<file path="config.mk">
export PLATFORM = sky130hd
export DESIGN_NAME = flv_stream_tag_parser_unit
export DESIGN_NICKNAME = d
export VERILOG_FILES = /design/src/design/fsp_pkg.sv /design/src/design/fsp_front.sv /design/src/design/fsp_queue.sv /design/src/design/fsp_back.sv /design/src/design/flv_stream_tag_parser_unit.sv
export VERILOG_INCLUDE_DIRS = /design/src /design/src/design
export SDC_FILE = /design/constraint.sdc
export NUM_CORES = 1
export LEC_CHECK = 0
export ABC_AREA = 1
export BUFFER_PORTS_ARGS = -buffer_cell sky130_fd_sc_hd__buf_2
export CAP_MARGIN = 0
export CORE_ASPECT_RATIO = 1.25
export CORE_MARGIN = 2
export CORE_UTILIZATION = 55
export DETAILED_ROUTE_END_ITERATION = 8
export PLACE_DENSITY = 0.72
export SLEW_MARGIN = 30
export SYNTH_ARGS = -nofsm -noshare
export SYNTH_HDL_FRONTEND = slang
export SYNTH_SLANG_ARGS = --single-unit
</file>
<file path="constraint.sdc">
create_clock -name aclk -period 29.4 [get_ports aclk]
set_input_delay 2.94 -clock aclk [delete_from_list [all_inputs] [get_ports aclk]]
set_output_delay 2.94 -clock aclk [all_outputs]
set_load 0.005 [all_outputs]
</file>
<file path="src/design/flv_stream_tag_parser_unit_assert.svh">
// Assertion macros for the FLV tag parser.
// Used by the top level; expects aclk and aresetn in the including scope.
`ifndef FLV_STREAM_TAG_PARSER_UNIT_ASSERT_SVH
`define FLV_STREAM_TAG_PARSER_UNIT_ASSERT_SVH

// Same-cycle implication, disabled during reset.
`define FSP_ASSERT_SAME(label, cond, prop, msg) \
    label: assert property (@(posedge aclk) disable iff (!aresetn) (cond) |-> (prop)) \
        else $error(msg);

// Next-cycle implication, disabled during reset.
`define FSP_ASSERT_NEXT(label, cond, prop, msg) \
    label: assert property (@(posedge aclk) disable iff (!aresetn) (cond) |=> (prop)) \
        else $error(msg);

`endif

</file>
<file path="src/design/fsp_pkg.sv">
// Shared types and constants for the FLV tag parser.
// No dependencies; imported by every module of the block.
`timescale 1ns / 1ps

package fsp_pkg;

    localparam int POSITION_BITS_DEF = 32;
    localparam int QUEUE_DEPTH_DEF   = 4;
    localparam int COUNT_BITS        = 24;
    localparam int OFFSET_BITS       = 32;
    localparam int TDATA_BITS        = 168;
    localparam int TUSER_BITS        = 3;

    typedef enum logic [1:0] {
        PH_HEAD,
        PH_PREV,
        PH_TAG,
        PH_DATA
    } phase_t;

    typedef enum logic [1:0] {
        REC_HEADER,
        REC_BAD_SIG,
        REC_TAG
    } rec_class_t;

    typedef enum logic [2:0] {
        KIND_HEADER   = 3'd0,
        KIND_AUDIO    = 3'd1,
        KIND_VIDEO    = 3'd2,
        KIND_SCRIPT   = 3'd3,
        KIND_BAD_SIG  = 3'd4,
        KIND_BAD_TYPE = 3'd5
    } record_kind_t;

    localparam logic [4:0] TAG_AUDIO  = 5'd8;
    localparam logic [4:0] TAG_VIDEO  = 5'd9;
    localparam logic [4:0] TAG_SCRIPT = 5'd18;

    localparam logic [3:0] CODEC_AVC  = 4'd7;
    localparam logic [3:0] FORMAT_AAC = 4'd10;
    localparam logic [3:0] FRAME_INFO = 4'd5;

    localparam logic [2:0] NEED_AUDIO = 3'd2;
    localparam logic [2:0] NEED_VIDEO = 3'd6;

    localparam logic [7:0] SIG_UP_F = 8'h46;
    localparam logic [7:0] SIG_UP_L = 8'h4c;
    localparam logic [7:0] SIG_UP_V = 8'h56;
    localparam logic [7:0] SIG_LO_F = 8'h66;
    localparam logic [7:0] SIG_LO_L = 8'h6c;
    localparam logic [7:0] SIG_LO_V = 8'h76;

    // Raw capture handed from the parser to the decode stage.
    typedef struct packed {
        rec_class_t  rec_class;
        logic [31:0] tag_offset;
        logic [31:0] lead;     // signature+version, or tag type and size
        logic [55:0] hdr;      // header bytes from byte 4 on
        logic [47:0] pay;      // first six payload bytes, byte 0 on top
    } entry_t;

    typedef struct packed {
        phase_t phase;
        logic   halted;
    } front_status_t;

    typedef struct packed {
        record_kind_t record_kind;
        logic [31:0]  tag_offset;
        logic [23:0]  size_value;
        logic [23:0]  timestamp;
        logic [7:0]   timestamp_ext;
        logic [23:0]  stream_id;
        logic         filter_bit;
        logic [3:0]   codec_or_format;
        logic [3:0]   mode_bits;
        logic [7:0]   packet_type;
        logic [23:0]  cts_offset;
        logic [7:0]   video_info;
    } record_t;

endpackage

</file>
<file path="src/design/fsp_front.sv">
// Byte parser: tracks header/prev-size/tag/payload phases and captures fields.
// Depends on fsp_pkg; pushes one raw capture per finished record.
`timescale 1ns / 1ps

module fsp_front #(
    parameter int POSITION_BITS = fsp_pkg::POSITION_BITS_DEF
) (
    input  logic                  aclk,
    input  logic                  aresetn,
    input  logic                  accept,
    input  logic [7:0]            data_byte,
    input  logic                  first_byte,
    output logic                  push,
    output fsp_pkg::entry_t       push_entry,
    output fsp_pkg::front_status_t status
);
    import fsp_pkg::*;

    localparam int POS_EXT = (POSITION_BITS > OFFSET_BITS) ? POSITION_BITS : OFFSET_BITS;

    phase_t                   phase_reg, phase_next, cur_phase;
    logic [COUNT_BITS-1:0]    count_reg, count_next, cur_count, count_inc;
    logic [POSITION_BITS-1:0] pos_reg, pos_next, cur_pos;
    logic [POSITION_BITS-1:0] start_reg, start_next;
    logic [31:0]              lead_reg, lead_next, cur_lead;
    logic [55:0]              hdr_reg, hdr_next, cur_hdr;
    logic [47:0]              pay_reg, pay_next, cur_pay;
    logic                     halted_reg, halted_next;
    logic [POS_EXT-1:0]       start_ext;
    logic [4:0]               ttype;
    logic [23:0]              tsize;
    logic [2:0]               need;
    logic [COUNT_BITS-1:0]    lim;
    logic                     sig_ok;
    rec_class_t               push_class;

    // A restart mark makes this byte header byte 0 of a fresh state.
    assign cur_phase = first_byte ? PH_HEAD : phase_reg;
    assign cur_count = first_byte ? '0 : count_reg;
    assign cur_pos   = first_byte ? '0 : pos_reg;
    assign cur_lead  = first_byte ? '0 : lead_reg;
    assign cur_hdr   = first_byte ? '0 : hdr_reg;
    assign cur_pay   = first_byte ? '0 : pay_reg;
    assign count_inc = cur_count + COUNT_BITS'(1);

    always_comb begin
        phase_next  = phase_reg;
        count_next  = count_reg;
        pos_next    = pos_reg;
        start_next  = start_reg;
        lead_next   = lead_reg;
        hdr_next    = hdr_reg;
        pay_next    = pay_reg;
        halted_next = halted_reg;
        push        = 1'b0;
        push_class  = REC_TAG;
        ttype  = '0;
        tsize  = '0;
        need   = '0;
        lim    = '0;
        sig_ok = 1'b0;
        if (accept && (first_byte || !halted_reg)) begin
            phase_next  = cur_phase;
            count_next  = count_inc;
            pos_next    = cur_pos + POSITION_BITS'(1);
            start_next  = first_byte ? '0 : start_reg;
            lead_next   = cur_lead;
            hdr_next    = cur_hdr;
            pay_next    = cur_pay;
            halted_next = 1'b0;
            case (cur_phase)
                PH_HEAD: begin
                    if (cur_count < COUNT_BITS'(4)) begin
                        lead_next = {cur_lead[23:0], data_byte};
                    end else begin
                        hdr_next = {cur_hdr[47:0], data_byte};
                    end
                    if (cur_count == COUNT_BITS'(8)) begin
                        sig_ok = (lead_next[31:24] == SIG_UP_F && lead_next[23:16] == SIG_UP_L
                                  && lead_next[15:8] == SIG_UP_V)
                              || (lead_next[31:24] == SIG_LO_F && lead_next[23:16] == SIG_LO_L
                                  && lead_next[15:8] == SIG_LO_V);
                        push = 1'b1;
                        if (sig_ok) begin
                            push_class = REC_HEADER;
                            phase_next = PH_PREV;
                            count_next = '0;
                        end else begin
                            push_class  = REC_BAD_SIG;
                            halted_next = 1'b1;
                        end
                    end
                end
                PH_PREV: begin
                    if (cur_count >= COUNT_BITS'(3)) begin
                        phase_next = PH_TAG;
                        count_next = '0;
                    end
                end
                PH_TAG: begin
                    if (cur_count == '0) begin
                        start_next = cur_pos;
                        lead_next  = '0;
                        hdr_next   = '0;
                    end
                    if (cur_count < COUNT_BITS'(4)) begin
                        lead_next = {lead_next[23:0], data_byte};
                    end else begin
                        hdr_next = {hdr_next[47:0], data_byte};
                    end
                    if (cur_count == COUNT_BITS'(10)) begin
                        pay_next   = '0;
                        count_next = '0;
                        ttype = lead_next[28:24];
                        tsize = lead_next[23:0];
                        if (ttype != TAG_AUDIO && ttype != TAG_VIDEO && ttype != TAG_SCRIPT) begin
                            halted_next = 1'b1;
                            push = 1'b1;
                        end else begin
                            phase_next = (tsize == '0) ? PH_PREV : PH_DATA;
                            push = (ttype == TAG_SCRIPT) || (tsize == '0);
                        end
                    end
                end
                PH_DATA: begin
                    ttype = cur_lead[28:24];
                    tsize = cur_lead[23:0];
                    need  = (ttype == TAG_AUDIO) ? NEED_AUDIO :
                            (ttype == TAG_VIDEO) ? NEED_VIDEO : 3'd0;
                    if (cur_count < COUNT_BITS'(need)) begin
                        case (cur_count[2:0])
                            3'd0:    pay_next[47:40] = data_byte;
                            3'd1:    pay_next[39:32] = data_byte;
                            3'd2:    pay_next[31:24] = data_byte;
                            3'd3:    pay_next[23:16] = data_byte;
                            3'd4:    pay_next[15:8]  = data_byte;
                            3'd5:    pay_next[7:0]   = data_byte;
                            default: pay_next = cur_pay;
                        endcase
                    end
                    if (count_inc >= tsize) begin
                        phase_next = PH_PREV;
                        count_next = '0;
                    end
                    lim  = (tsize < COUNT_BITS'(need)) ? tsize : COUNT_BITS'(need);
                    push = (need != 3'd0) && (count_inc == lim);
                end
                default: begin
                    halted_next = 1'b1;
                end
            endcase
        end
    end

    assign start_ext             = POS_EXT'(start_next);
    assign push_entry.rec_class  = push_class;
    assign push_entry.tag_offset = start_ext[OFFSET_BITS-1:0];
    assign push_entry.lead       = lead_next;
    assign push_entry.hdr        = hdr_next;
    assign push_entry.pay        = pay_next;
    assign status.phase          = phase_reg;
    assign status.halted         = halted_reg;

    always_ff @(posedge aclk) begin
        if (!aresetn) begin
            phase_reg  <= PH_HEAD;
            count_reg  <= '0;
            pos_reg    <= '0;
            start_reg  <= '0;
            lead_reg   <= '0;
            hdr_reg    <= '0;
            pay_reg    <= '0;
            halted_reg <= 1'b0;
        end else begin
            phase_reg  <= phase_next;
            count_reg  <= count_next;
            pos_reg    <= pos_next;
            start_reg  <= start_next;
            lead_reg   <= lead_next;
            hdr_reg    <= hdr_next;
            pay_reg    <= pay_next;
            halted_reg <= halted_next;
        end
    end

endmodule

</file>
<file path="src/design/fsp_queue.sv">
// Small FIFO of raw captures between the parser and the decode stage.
// Depends on fsp_pkg for the entry type.
`timescale 1ns / 1ps

module fsp_queue #(
    parameter int  DEPTH      = fsp_pkg::QUEUE_DEPTH_DEF,
    localparam int PTR_BITS   = (DEPTH > 1) ? $clog2(DEPTH) : 1,
    localparam int LEVEL_BITS = $clog2(DEPTH + 1)
) (
    input  logic                  aclk,
    input  logic                  aresetn,
    input  logic                  push,
    input  fsp_pkg::entry_t       wr_entry,
    output logic                  full,
    input  logic                  pop,
    output logic                  empty,
    output fsp_pkg::entry_t       rd_entry,
    output logic [LEVEL_BITS-1:0] level
);
    import fsp_pkg::*;

    entry_t                mem [DEPTH];
    logic [PTR_BITS-1:0]   wr_ptr_reg, wr_ptr_next;
    logic [PTR_BITS-1:0]   rd_ptr_reg, rd_ptr_next;
    logic [LEVEL_BITS-1:0] level_reg, level_next;

    assign full     = (level_reg == LEVEL_BITS'(DEPTH));
    assign empty    = (level_reg == '0);
    assign level    = level_reg;
    assign rd_entry = mem[rd_ptr_reg];

    always_comb begin
        wr_ptr_next = wr_ptr_reg;
        rd_ptr_next = rd_ptr_reg;
        if (push) begin
            wr_ptr_next = (wr_ptr_reg == PTR_BITS'(DEPTH - 1)) ? '0 : wr_ptr_reg + PTR_BITS'(1);
        end
        if (pop) begin
            rd_ptr_next = (rd_ptr_reg == PTR_BITS'(DEPTH - 1)) ? '0 : rd_ptr_reg + PTR_BITS'(1);
        end
        level_next = level_reg + LEVEL_BITS'(push) - LEVEL_BITS'(pop);
    end

    always_ff @(posedge aclk) begin
        if (push) begin
            mem[wr_ptr_reg] <= wr_entry;
        end
    end

    always_ff @(posedge aclk) begin
        if (!aresetn) begin
            wr_ptr_reg <= '0;
            rd_ptr_reg <= '0;
            level_reg  <= '0;
        end else begin
            wr_ptr_reg <= wr_ptr_next;
            rd_ptr_reg <= rd_ptr_next;
            level_reg  <= level_next;
        end
    end

endmodule

</file>
<file path="src/design/fsp_back.sv">
// Decode stage: turns a raw capture into a record and holds it in the output register.
// Depends on fsp_pkg.
`timescale 1ns / 1ps

module fsp_back (
    input  logic              aclk,
    input  logic              aresetn,
    input  logic              q_empty,
    input  fsp_pkg::entry_t   head,
    output logic              pop,
    output logic              out_valid,
    input  logic              out_ready,
    output fsp_pkg::record_t  out_record
);
    import fsp_pkg::*;

    record_t     rec_d;
    record_t     rec_reg;
    logic        valid_reg, valid_next;
    logic [4:0]  ttype;
    logic [7:0]  pay0, pay1, pay5;

    assign ttype = head.lead[28:24];
    assign pay0  = head.pay[47:40];
    assign pay1  = head.pay[39:32];
    assign pay5  = head.pay[7:0];

    always_comb begin
        rec_d = '0;
        case (head.rec_class)
            REC_HEADER: begin
                rec_d.record_kind = KIND_HEADER;
                rec_d.size_value  = head.hdr[23:0];
                rec_d.mode_bits   = {2'b00, head.hdr[34], head.hdr[32]};
                rec_d.packet_type = head.lead[7:0];
            end
            REC_BAD_SIG: begin
                rec_d.record_kind = KIND_BAD_SIG;
            end
            REC_TAG: begin
                rec_d.tag_offset    = head.tag_offset;
                rec_d.size_value    = head.lead[23:0];
                rec_d.timestamp     = head.hdr[55:32];
                rec_d.timestamp_ext = head.hdr[31:24];
                rec_d.stream_id     = head.hdr[23:0];
                rec_d.filter_bit    = head.lead[29];
                if (ttype == TAG_AUDIO) begin
                    rec_d.record_kind     = KIND_AUDIO;
                    rec_d.codec_or_format = pay0[7:4];
                    rec_d.mode_bits       = pay0[3:0];
                    if (pay0[7:4] == FORMAT_AAC) begin
                        rec_d.packet_type = pay1;
                    end
                end else if (ttype == TAG_VIDEO) begin
                    rec_d.record_kind     = KIND_VIDEO;
                    rec_d.codec_or_format = pay0[3:0];
                    rec_d.mode_bits       = pay0[7:4];
                    if (pay0[3:0] == CODEC_AVC) begin
                        rec_d.packet_type = pay1;
                        rec_d.cts_offset  = head.pay[31:8];
                    end
                    if (pay0[7:4] == FRAME_INFO) begin
                        rec_d.video_info = pay5;
                    end
                end else if (ttype == TAG_SCRIPT) begin
                    rec_d.record_kind = KIND_SCRIPT;
                end else begin
                    rec_d.record_kind = KIND_BAD_TYPE;
                end
            end
            default: begin
                rec_d = '0;
            end
        endcase
    end

    // Load whenever the register is empty or being drained.
    assign pop        = !q_empty && (!valid_reg || out_ready);
    assign valid_next = pop || (valid_reg && !out_ready);
    assign out_valid  = valid_reg;
    assign out_record = rec_reg;

    always_ff @(posedge aclk) begin
        if (pop) begin
            rec_reg <= rec_d;
        end
    end

    always_ff @(posedge aclk) begin
        if (!aresetn) begin
            valid_reg <= 1'b0;
        end else begin
            valid_reg <= valid_next;
        end
    end

endmodule

</file>
<file path="src/design/flv_stream_tag_parser_unit.sv">
// FLV tag parser top level: stream ports, parser, record queue and decode stage.
// Depends on fsp_pkg, fsp_front, fsp_queue, fsp_back and the assertion macro header.
`timescale 1ns / 1ps

// One FLV byte per transaction on the s_ side, one record per transaction on the
// m_ side. The parser takes a byte every cycle; a record comes out for the file
// header (on header byte 8), for each tag, and for a bad signature or unknown
// tag type, after which bytes are dropped until one arrives with s_tuser set.
// s_tready only falls when the QUEUE_DEPTH-entry record queue is full, which
// happens only while the m_ side stalls: a record costs one queue write, the
// decode stage drains one entry per cycle into the output register, so the
// sustained rate is one byte per clock. The record a byte completes reaches
// m_tvalid through the queue write, then the output register load. The byte
// position counter is POSITION_BITS wide and wraps; tag offsets carry its low
// 32 bits. Fields that mean nothing for a record kind read as zero.
module flv_stream_tag_parser_unit #(
    parameter int POSITION_BITS = fsp_pkg::POSITION_BITS_DEF,
    parameter int QUEUE_DEPTH   = fsp_pkg::QUEUE_DEPTH_DEF
) (
    input  logic                             aclk,
    input  logic                             aresetn,
    input  logic                             s_tvalid,
    output logic                             s_tready,
    input  logic [7:0]                       s_tdata,   // [7:0] data_byte
    input  logic                             s_tuser,   // first_byte
    output logic                             m_tvalid,
    input  logic                             m_tready,
    // [31:0] tag_offset, [55:32] size_value, [79:56] timestamp,
    // [87:80] timestamp_ext, [111:88] stream_id, [112] filter_bit,
    // [116:113] codec_or_format, [120:117] mode_bits, [128:121] packet_type,
    // [152:129] cts_offset, [160:153] video_info, [167:161] zero
    output logic [fsp_pkg::TDATA_BITS-1:0]  m_tdata,
    output logic [fsp_pkg::TUSER_BITS-1:0]  m_tuser    // [2:0] record_kind
);
    import fsp_pkg::*;

    localparam int LEVEL_BITS = $clog2(QUEUE_DEPTH + 1);

    logic                  s_accept;
    logic                  q_push;
    logic                  q_pop;
    logic                  q_full;
    logic                  q_empty;
    logic [LEVEL_BITS-1:0] q_level;
    entry_t                q_wr_entry;
    entry_t                q_rd_entry;
    front_status_t         front_status;
    record_t               out_record;
    logic                  halt_idle;
    logic                  hdr_push;

    // Input transaction: the parser never stalls, only the queue can.
    assign s_tready = !q_full;
    assign s_accept = s_tvalid && s_tready;

    fsp_front #(
        .POSITION_BITS (POSITION_BITS)
    ) u_front (
        .aclk       (aclk),
        .aresetn    (aresetn),
        .accept     (s_accept),
        .data_byte  (s_tdata),
        .first_byte (s_tuser),
        .push       (q_push),
        .push_entry (q_wr_entry),
        .status     (front_status)
    );

    // Raw captures wait here so the parser keeps running while m_ stalls.
    fsp_queue #(
        .DEPTH (QUEUE_DEPTH)
    ) u_queue (
        .aclk     (aclk),
        .aresetn  (aresetn),
        .push     (q_push),
        .wr_entry (q_wr_entry),
        .full     (q_full),
        .pop      (q_pop),
        .empty    (q_empty),
        .rd_entry (q_rd_entry),
        .level    (q_level)
    );

    fsp_back u_back (
        .aclk       (aclk),
        .aresetn    (aresetn),
        .q_empty    (q_empty),
        .head       (q_rd_entry),
        .pop        (q_pop),
        .out_valid  (m_tvalid),
        .out_ready  (m_tready),
        .out_record (out_record)
    );

    // Pack the record, first field lowest; the kind travels on tuser.
    assign m_tuser = out_record.record_kind;
    assign m_tdata = {7'd0,
                      out_record.video_info,
                      out_record.cts_offset,
                      out_record.packet_type,
                      out_record.mode_bits,
                      out_record.codec_or_format,
                      out_record.filter_bit,
                      out_record.stream_id,
                      out_record.timestamp_ext,
                      out_record.timestamp,
                      out_record.size_value,
                      out_record.tag_offset};

    // Conditions watched by the assertions below.
    assign halt_idle = front_status.halted && !s_tuser;
    assign hdr_push  = q_push && (q_wr_entry.rec_class == REC_HEADER);

    `include "flv_stream_tag_parser_unit_assert.svh"

    // A halted parser must not produce records until a restart mark.
    `FSP_ASSERT_SAME(a_halt_silent, halt_idle, !q_push, "record pushed while halted")
    // A good file header always moves the parser on to the previous-tag size.
    `FSP_ASSERT_NEXT(a_header_phase, hdr_push, front_status.phase == PH_PREV, "no phase change")
    // Queue occupancy stays within its depth.
    `FSP_ASSERT_SAME(a_queue_bound, 1'b1, q_level <= LEVEL_BITS'(QUEUE_DEPTH), "queue overflow")

endmodule

</file>
==> qor.csv, run 1 <==
metric,value,unit
post-CTS resize count,0,
Die Y,330,um
num ports,186,
Final period util,0.334,
Hold Fails Final Rpt,0,
core box area,0.0843,mm^2
post-CTS setup buffers,0,
CTS hold repair buffers,0,
htree depth,3,
final setup vio count,0,
via count,34400,
worst slew pin tran,967,ps
number of flip-flops in the largest register,672,
Vias/cell,5.96,
Post-Route WL,120000,um
fraction of layout cells with a size suffix above 1,0.0881,
CTS buffer count,100,
crit end category,flip-flop,
leakage,19.2,nW
Pre-antenna DRT Iters,7,
Placed Instances,5586,
Tot GR Track Use,0.270,
final setup margin,19570,ps
Crit Path Max Fanout,111,
number of global-route vias before repair,32400,
CP Buf/Inv Count,8,
RSZ-0062 raised after global routing,no,
Hold Path Origin,u_front.count_reg[23]$_SDFFE_PN0P_,
WHS,473,ps
Worst VDD drop,0.0000999,V
CP Data Required Time,29770,ps
Relative slew margins,0.348,
sequential area share after synthesis,0.639,
root buf cell,clkbuf_16,
Post-DP HPWL,74000,um
first-pass GRT wire length,184000,um
"Primary FF master, synth",edfxtp_1,
Area Growth Syn to Fin,10.4,%
antenna-violating nets left,0,
pre-CTS setup slack,18870,ps
crit path time final,9830,ps
status,"complete, no violations",
Max Root-Sink Buffers,3,
Post-synth ARST share,0,
post-synth top area cell,edfxtp_1,
Die W,265,um
CTS tree,built,
mapped cell area,0.0467,mm^2
max cap viols,0,
Layout Cells excl Fill,5776,
largest cells by area after synthesis,"edfxtp_1 (54%), dfxtp_1 (10%), nor2_1 (5.7%)",
worst reg2reg endpoint,u_queue.mem[0][63]$_DFFE_PP_,
initial antenna violation count,1,
Final Max Slew Viols,0,
largest net degree at the start of global routing,165,
Max Freq,102,MHz
Syn Area/Cell,10.2,um^2
Die ar.,0.0873,mm^2
r2r setup slk,22410,ps
Synth Warn #,0,
"Net count, final",4655,
Worst-path clk slew,60,ps
"most used cell, CP",nand2_1,
CP max stage cell,buf_4,
post-synth top area share,0.537,
Max stage delay on crit path,800,ps
DRC Markers,0,
average routed wire per standard cell,20.8,um
worst reg2reg startpoint,u_front.count_reg[7]$_SDFFE_PN0P_,
power after layout,0.00445,W
Post-synth EDFFs,836,
PD cells,86.2,mW/mm^2
#FFs+latches synth,1073,
initial core utilization,0.554,
clk sinks,1073,
hold endpoint,u_front.count_reg[23]$_SDFFE_PN0P_,
min-delay worst type,flip-flop to flip-flop,
Setup TNS,0,ps
crit start category,primary input,
cells after synthesis,4561,
clk_skew,45.6,ps
GP Congestion,0.913,
post-synthesis cell type count,56,
CP top delay family,buffers and inverters,
R2R cell count,23,
initial detailed-routing violation count,3822,
crit path DAT,10200,ps
Port Buffers,178,
FP Rows,119,
gr ovfl total,0,
Diodes inserted,0,
Hold Path Stages,2,
"Clk Latency, worst-skew pair",690,ps
critical setup path kind,primary input to flip-flop,
[how the worst max path moves through the flow]
| stage | start | end | slack [ps] | cells past startpoint |
|---|---|---|---|---|
| 2_1_floorplan | s_tuser | u_queue.mem[0][0]$_DFFE_PP_ | 16340 | 20 |
| 3_5_place_dp | s_tuser | u_queue.mem[0][112]$_DFFE_PP_ | 18870 | 25 |
| 5_1_grt | s_tuser | u_queue.mem[0][63]$_DFFE_PP_ | 19040 | 25 |
| 3_3_place_gp | s_tuser | u_queue.mem[3][65]$_DFFE_PP_ | 18750 | 24 |
| 6_report | s_tuser | u_queue.mem[0][63]$_DFFE_PP_ | 19570 | 25 |
| 4_1_cts | s_tuser | u_queue.mem[0][63]$_DFFE_PP_ | 19580 | 25 |
[power breakdown]
part	leakage, nW	total (W)	internal (W)	switching [W]
clock	1.60	0.00130	0.000727	0.000571
sequential	9.82	0.00198	0.00191	0.0000762
combinational	7.81	0.00116	0.000338	0.000826
[layout make-up]
cell class | instances | area, um^2
sequential | 1073 | 29900
multi-input combinational | 2861 | 14500
tap | 1089 | 1360
clock inverter | 61 | 668
clock buffer | 129 | 2620
fill | 6754 | 32700
inverter | 340 | 1310
timing repair buffer | 223 | 1300
[metrics by stage]
stage          utilization  instance area (um^2)
2_1_floorplan            -                 46700
3_3_place_gp         0.572                 48200
3_5_place_dp         0.573                 48300
4_1_cts              0.612                 51600
5_1_grt              0.612                 51600
6_report             0.612                 51600
[Yosys cell counts (3+ instances only)]
cell       number
edfxtp_1      836
nor2_1        712
nand2_1       648
o21ai_0       408
inv_1         333
a21oi_1       332
dfxtp_1       237
clkbuf_1      225
nand3_1       103
a31oi_1        79
and2_1         79
a22oi_1        72
o211ai_1       49
o221ai_1       49
a32o_1         47
nand4_1        45
ha_1           42
nor3_1         33
buf_1          28
buf_2          24
o22ai_1        24
o21ai_1        20
a221o_1        16
nor4_1         14
xor2_1         11
buf_4          10
o2111ai_1       8
a21oi_4         7
nand3_2         7
a32oi_1         6
buf_6           6
nor2_2          6
a2bb2oi_1       5
a211oi_1        4
clkinv_1        4
nand3b_1        3
nor2_4          3
nor3b_1         3
[cells in the final DEF (no fill, tap or decap), drive strengths merged, types with 3 or more instances in the layout]
cell type / synthesis / routed
a211oi: 4 / 4
a21oi: 340 / 340
a221o: 16 / 16
a22oi: 72 / 72
a2bb2oi: 5 / 5
a31oi: 79 / 79
a32o: 47 / 47
a32oi: 6 / 6
and2: 79 / 79
buf: 68 / 223
bufinv: 0 / 10
clkbuf: 225 / 129
clkinv: 4 / 46
conb: 1 / 7
dfxtp: 237 / 237
edfxtp: 836 / 836
ha: 42 / 42
inv: 336 / 343
nand2: 651 / 651
nand3: 110 / 110
nand3b: 4 / 4
nand4: 45 / 45
nor2: 722 / 722
nor3: 34 / 34
nor3b: 3 / 3
nor4: 14 / 14
o2111ai: 8 / 8
o211ai: 49 / 49
o21ai: 429 / 429
o221ai: 49 / 49
o22ai: 24 / 24
xor2: 11 / 11
[layer usage]
layer / vias to the layer above / part of all wire / GRT usage / wire, um
met4: 0 / 0.034 / 0.101 / 4120
met5: - / 0 / 0 / 0
met3: 227 / 0.071 / 0.0362 / 8460
li1: 16100 / - / - / -
met2: 1400 / 0.49 / 0.457 / 58400
met1: 16700 / 0.41 / 0.359 / 48900
[logic make-up (layout without fill, tap and decap cells)]
logic type               after synthesis  count (layout)  synth area share
AND/OR/NAND/NOR                     1663            1663             0.148
AO/OA/AOI/OAI                       1136            1136             0.146
flip-flops                          1073            1073             0.639
buffers and inverters                633             753            0.0534
adder cells (fa/ha/maj)               43              43            0.0117
XOR/XNOR                              12              12           0.00225
other                                  1               7         0.0000803
[worst min-delay path: stages, from the launching register on]
cell,delay (ps)
dfxtp_1,310
nand2_1,60
a21oi_1,50
Note: power is estimated with default switching activity, not from simulation.
==> run 2: changes to the inputs <==
PLACE_DENSITY = 0.75   (was 0.72)
clock period = 8.9 ns   (was 29.4 ns; I/O delays follow)
==> run 2 against run 1 <==
Effect of this change:
- sequential power grew to 3.3 times the previous value
- sequential share of layout area is essentially flat
- final cell count shrank 0.10%
- combinational power grew to 3.4 times the previous value
- critical endpoint is now u_queue.mem[0][99]$_DFFE_PP_
- largest power group unchanged
==> qor.csv, run 2 (synthesis gave the netlist of run 1 again) <==
metric,value,unit
Die ar.,0.0873,mm^2
multi-input logic area,0.0145,mm^2
clk sinks,1073,
via count,34400,
Max Freq,164,MHz
final setup vio count,0,
crit start category,primary input,
register area,0.0299,mm^2
R2R cell count,18,
hold endpoint,u_front.count_reg[21]$_SDFFE_PN0P_,
Diodes inserted,0,
Max Root-Sink Buffers,3,
clk_skew,35.8,ps
post-CTS setup buffers,0,
"commonest non-fill, non-tap cell in the layout",edfxtp_1,
root buf cell,clkbuf_16,
"Clk Latency, worst-skew pair",700,ps
crit end category,flip-flop,
Final Max Slew Viols,0,
worst reg2reg startpoint,u_front.count_reg[22]$_SDFFE_PN0P_,
number of flip-flops in the largest register,672,
gr ovfl total,0,
Hold Path Origin,u_front.count_reg[21]$_SDFFE_PN0P_,
Pre-antenna DRT Iters,7,
worst slew pin tran,1030,ps
r2r setup slk,3700,ps
critical setup path kind,primary input to flip-flop,
antenna-violating nets left,0,
largest net degree at the start of global routing,137,
crit path DAT,6410,ps
Hold Fails Final Rpt,0,
Relative slew margins,0.314,
Worst-path clk slew,60,ps
Layout fillers,6680,
Final period util,0.684,
FP Rows,119,
Setup TNS,0,ps
worst reg2reg endpoint,u_queue.mem[0][99]$_DFFE_PP_,
Hold Path Stages,2,
fraction of layout cells with a size suffix above 1,0.0899,
Die Y,330,um
power after layout,0.0147,W
initial antenna violation count,0,
average routed wire per standard cell,20.9,um
CTS buffer count,99,
initial detailed-routing violation count,4032,
number of global-route vias before repair,32700,
leakage,19.2,nW
first-pass GRT wire length,184000,um
htree depth,3,
status,"complete, no violations",
GP Congestion,0.944,
post-CTS resize count,0,
crit path time final,6080,ps
Vias/cell,5.97,
initial core utilization,0.554,
Post-Route WL,121000,um
Port Buffers,178,
max cap viols,0,
Crit Path Max Fanout,100,
design area,0.0516,mm^2
CTS tree,built,
PD cells,285,mW/mm^2
DRC Markers,0,
RSZ-0062 raised after global routing,no,
CP Data Required Time,9230,ps
num ports,186,
min-delay worst type,flip-flop to flip-flop,
most frequent cells in the layout,"edfxtp_1 (836), nor2_1 (707), nand2_1 (648), o21ai_0 (408), a21oi_1 (332)",
core box area,0.0843,mm^2
CTS hold repair buffers,0,
"Net count, final",4651,
Post-DP Area,0.0483,mm^2
Post-DP HPWL,74100,um
Area Growth Syn to Fin,10.4,%
Tot GR Track Use,0.270,
Worst VDD drop,0.000176,V
Die W,265,um
[run 2: metrics by stage]
step            util  instances  setup slack, ps  hold WS, ps
3_5_place_dp   0.573       5583             2350          463
5_1_grt        0.612       5770             2570          482
2_1_floorplan      -       4567            -2110          445
6_report       0.612       5770             2820          473
4_1_cts        0.612       5770             3050          462
3_3_place_gp   0.573       5583             2410          462
[run 2: worst max path at each step]
stage	from	endpoint	slack, ps	cells after the start
5_1_grt	s_tuser	u_queue.mem[0][99]$_DFFE_PP_	2570	20
4_1_cts	s_tuser	u_queue.mem[0][99]$_DFFE_PP_	3050	20
2_1_floorplan	s_tuser	u_queue.mem[0][0]$_DFFE_PP_	-2110	20
6_report	s_tuser	u_queue.mem[0][99]$_DFFE_PP_	2820	20
3_3_place_gp	s_tuser	u_queue.mem[3][113]$_DFFE_PP_	2410	20
3_5_place_dp	s_tuser	u_queue.mem[0][99]$_DFFE_PP_	2350	20
[run 2: routing by layer]
metal / global-route usage / vias up / wire (um)
li1: - / 16100 / -
met1: 0.348 / 16600 / 48200
met2: 0.457 / 1495 / 58700
met3: 0.0391 / 266 / 8680
met4: 0.122 / 0 / 5160
met5: 0 / - / 0
[run 2: critical path, cell delays in order]
cell and delay [ps]:
buf_4 510, inv_8 380, nand2_1 250, nand2_1 70, nor2_1 120, nand2_1 120
nor2_4 720, nand2_4 540, nand2_1 170, o21ai_0 130, nor2_1 130, nand2_1 70
nor2_1 160, nand3_1 140, nand2_1 100, nand3_1 100, nand3_1 120, nand2_1 270
nor2_4 800, buf_12 420
[run 2: final cells by class]
| type | count | share of cell area |
|---|---|---|
| clock inverter | 61 | 0.0119 |
| clock buffer | 126 | 0.0520 |
| tap | 1089 | 0.0264 |
| multi-input combinational | 2861 | 0.280 |
| inverter | 340 | 0.0253 |
| timing repair buffer | 220 | 0.0253 |
| sequential | 1073 | 0.579 |
[run 2: power by group]
part	internal, W	switching, W
clock network	0.00241	0.00188
logic	0.00112	0.00277
registers	0.00631	0.000233
total	0.00984	0.00488
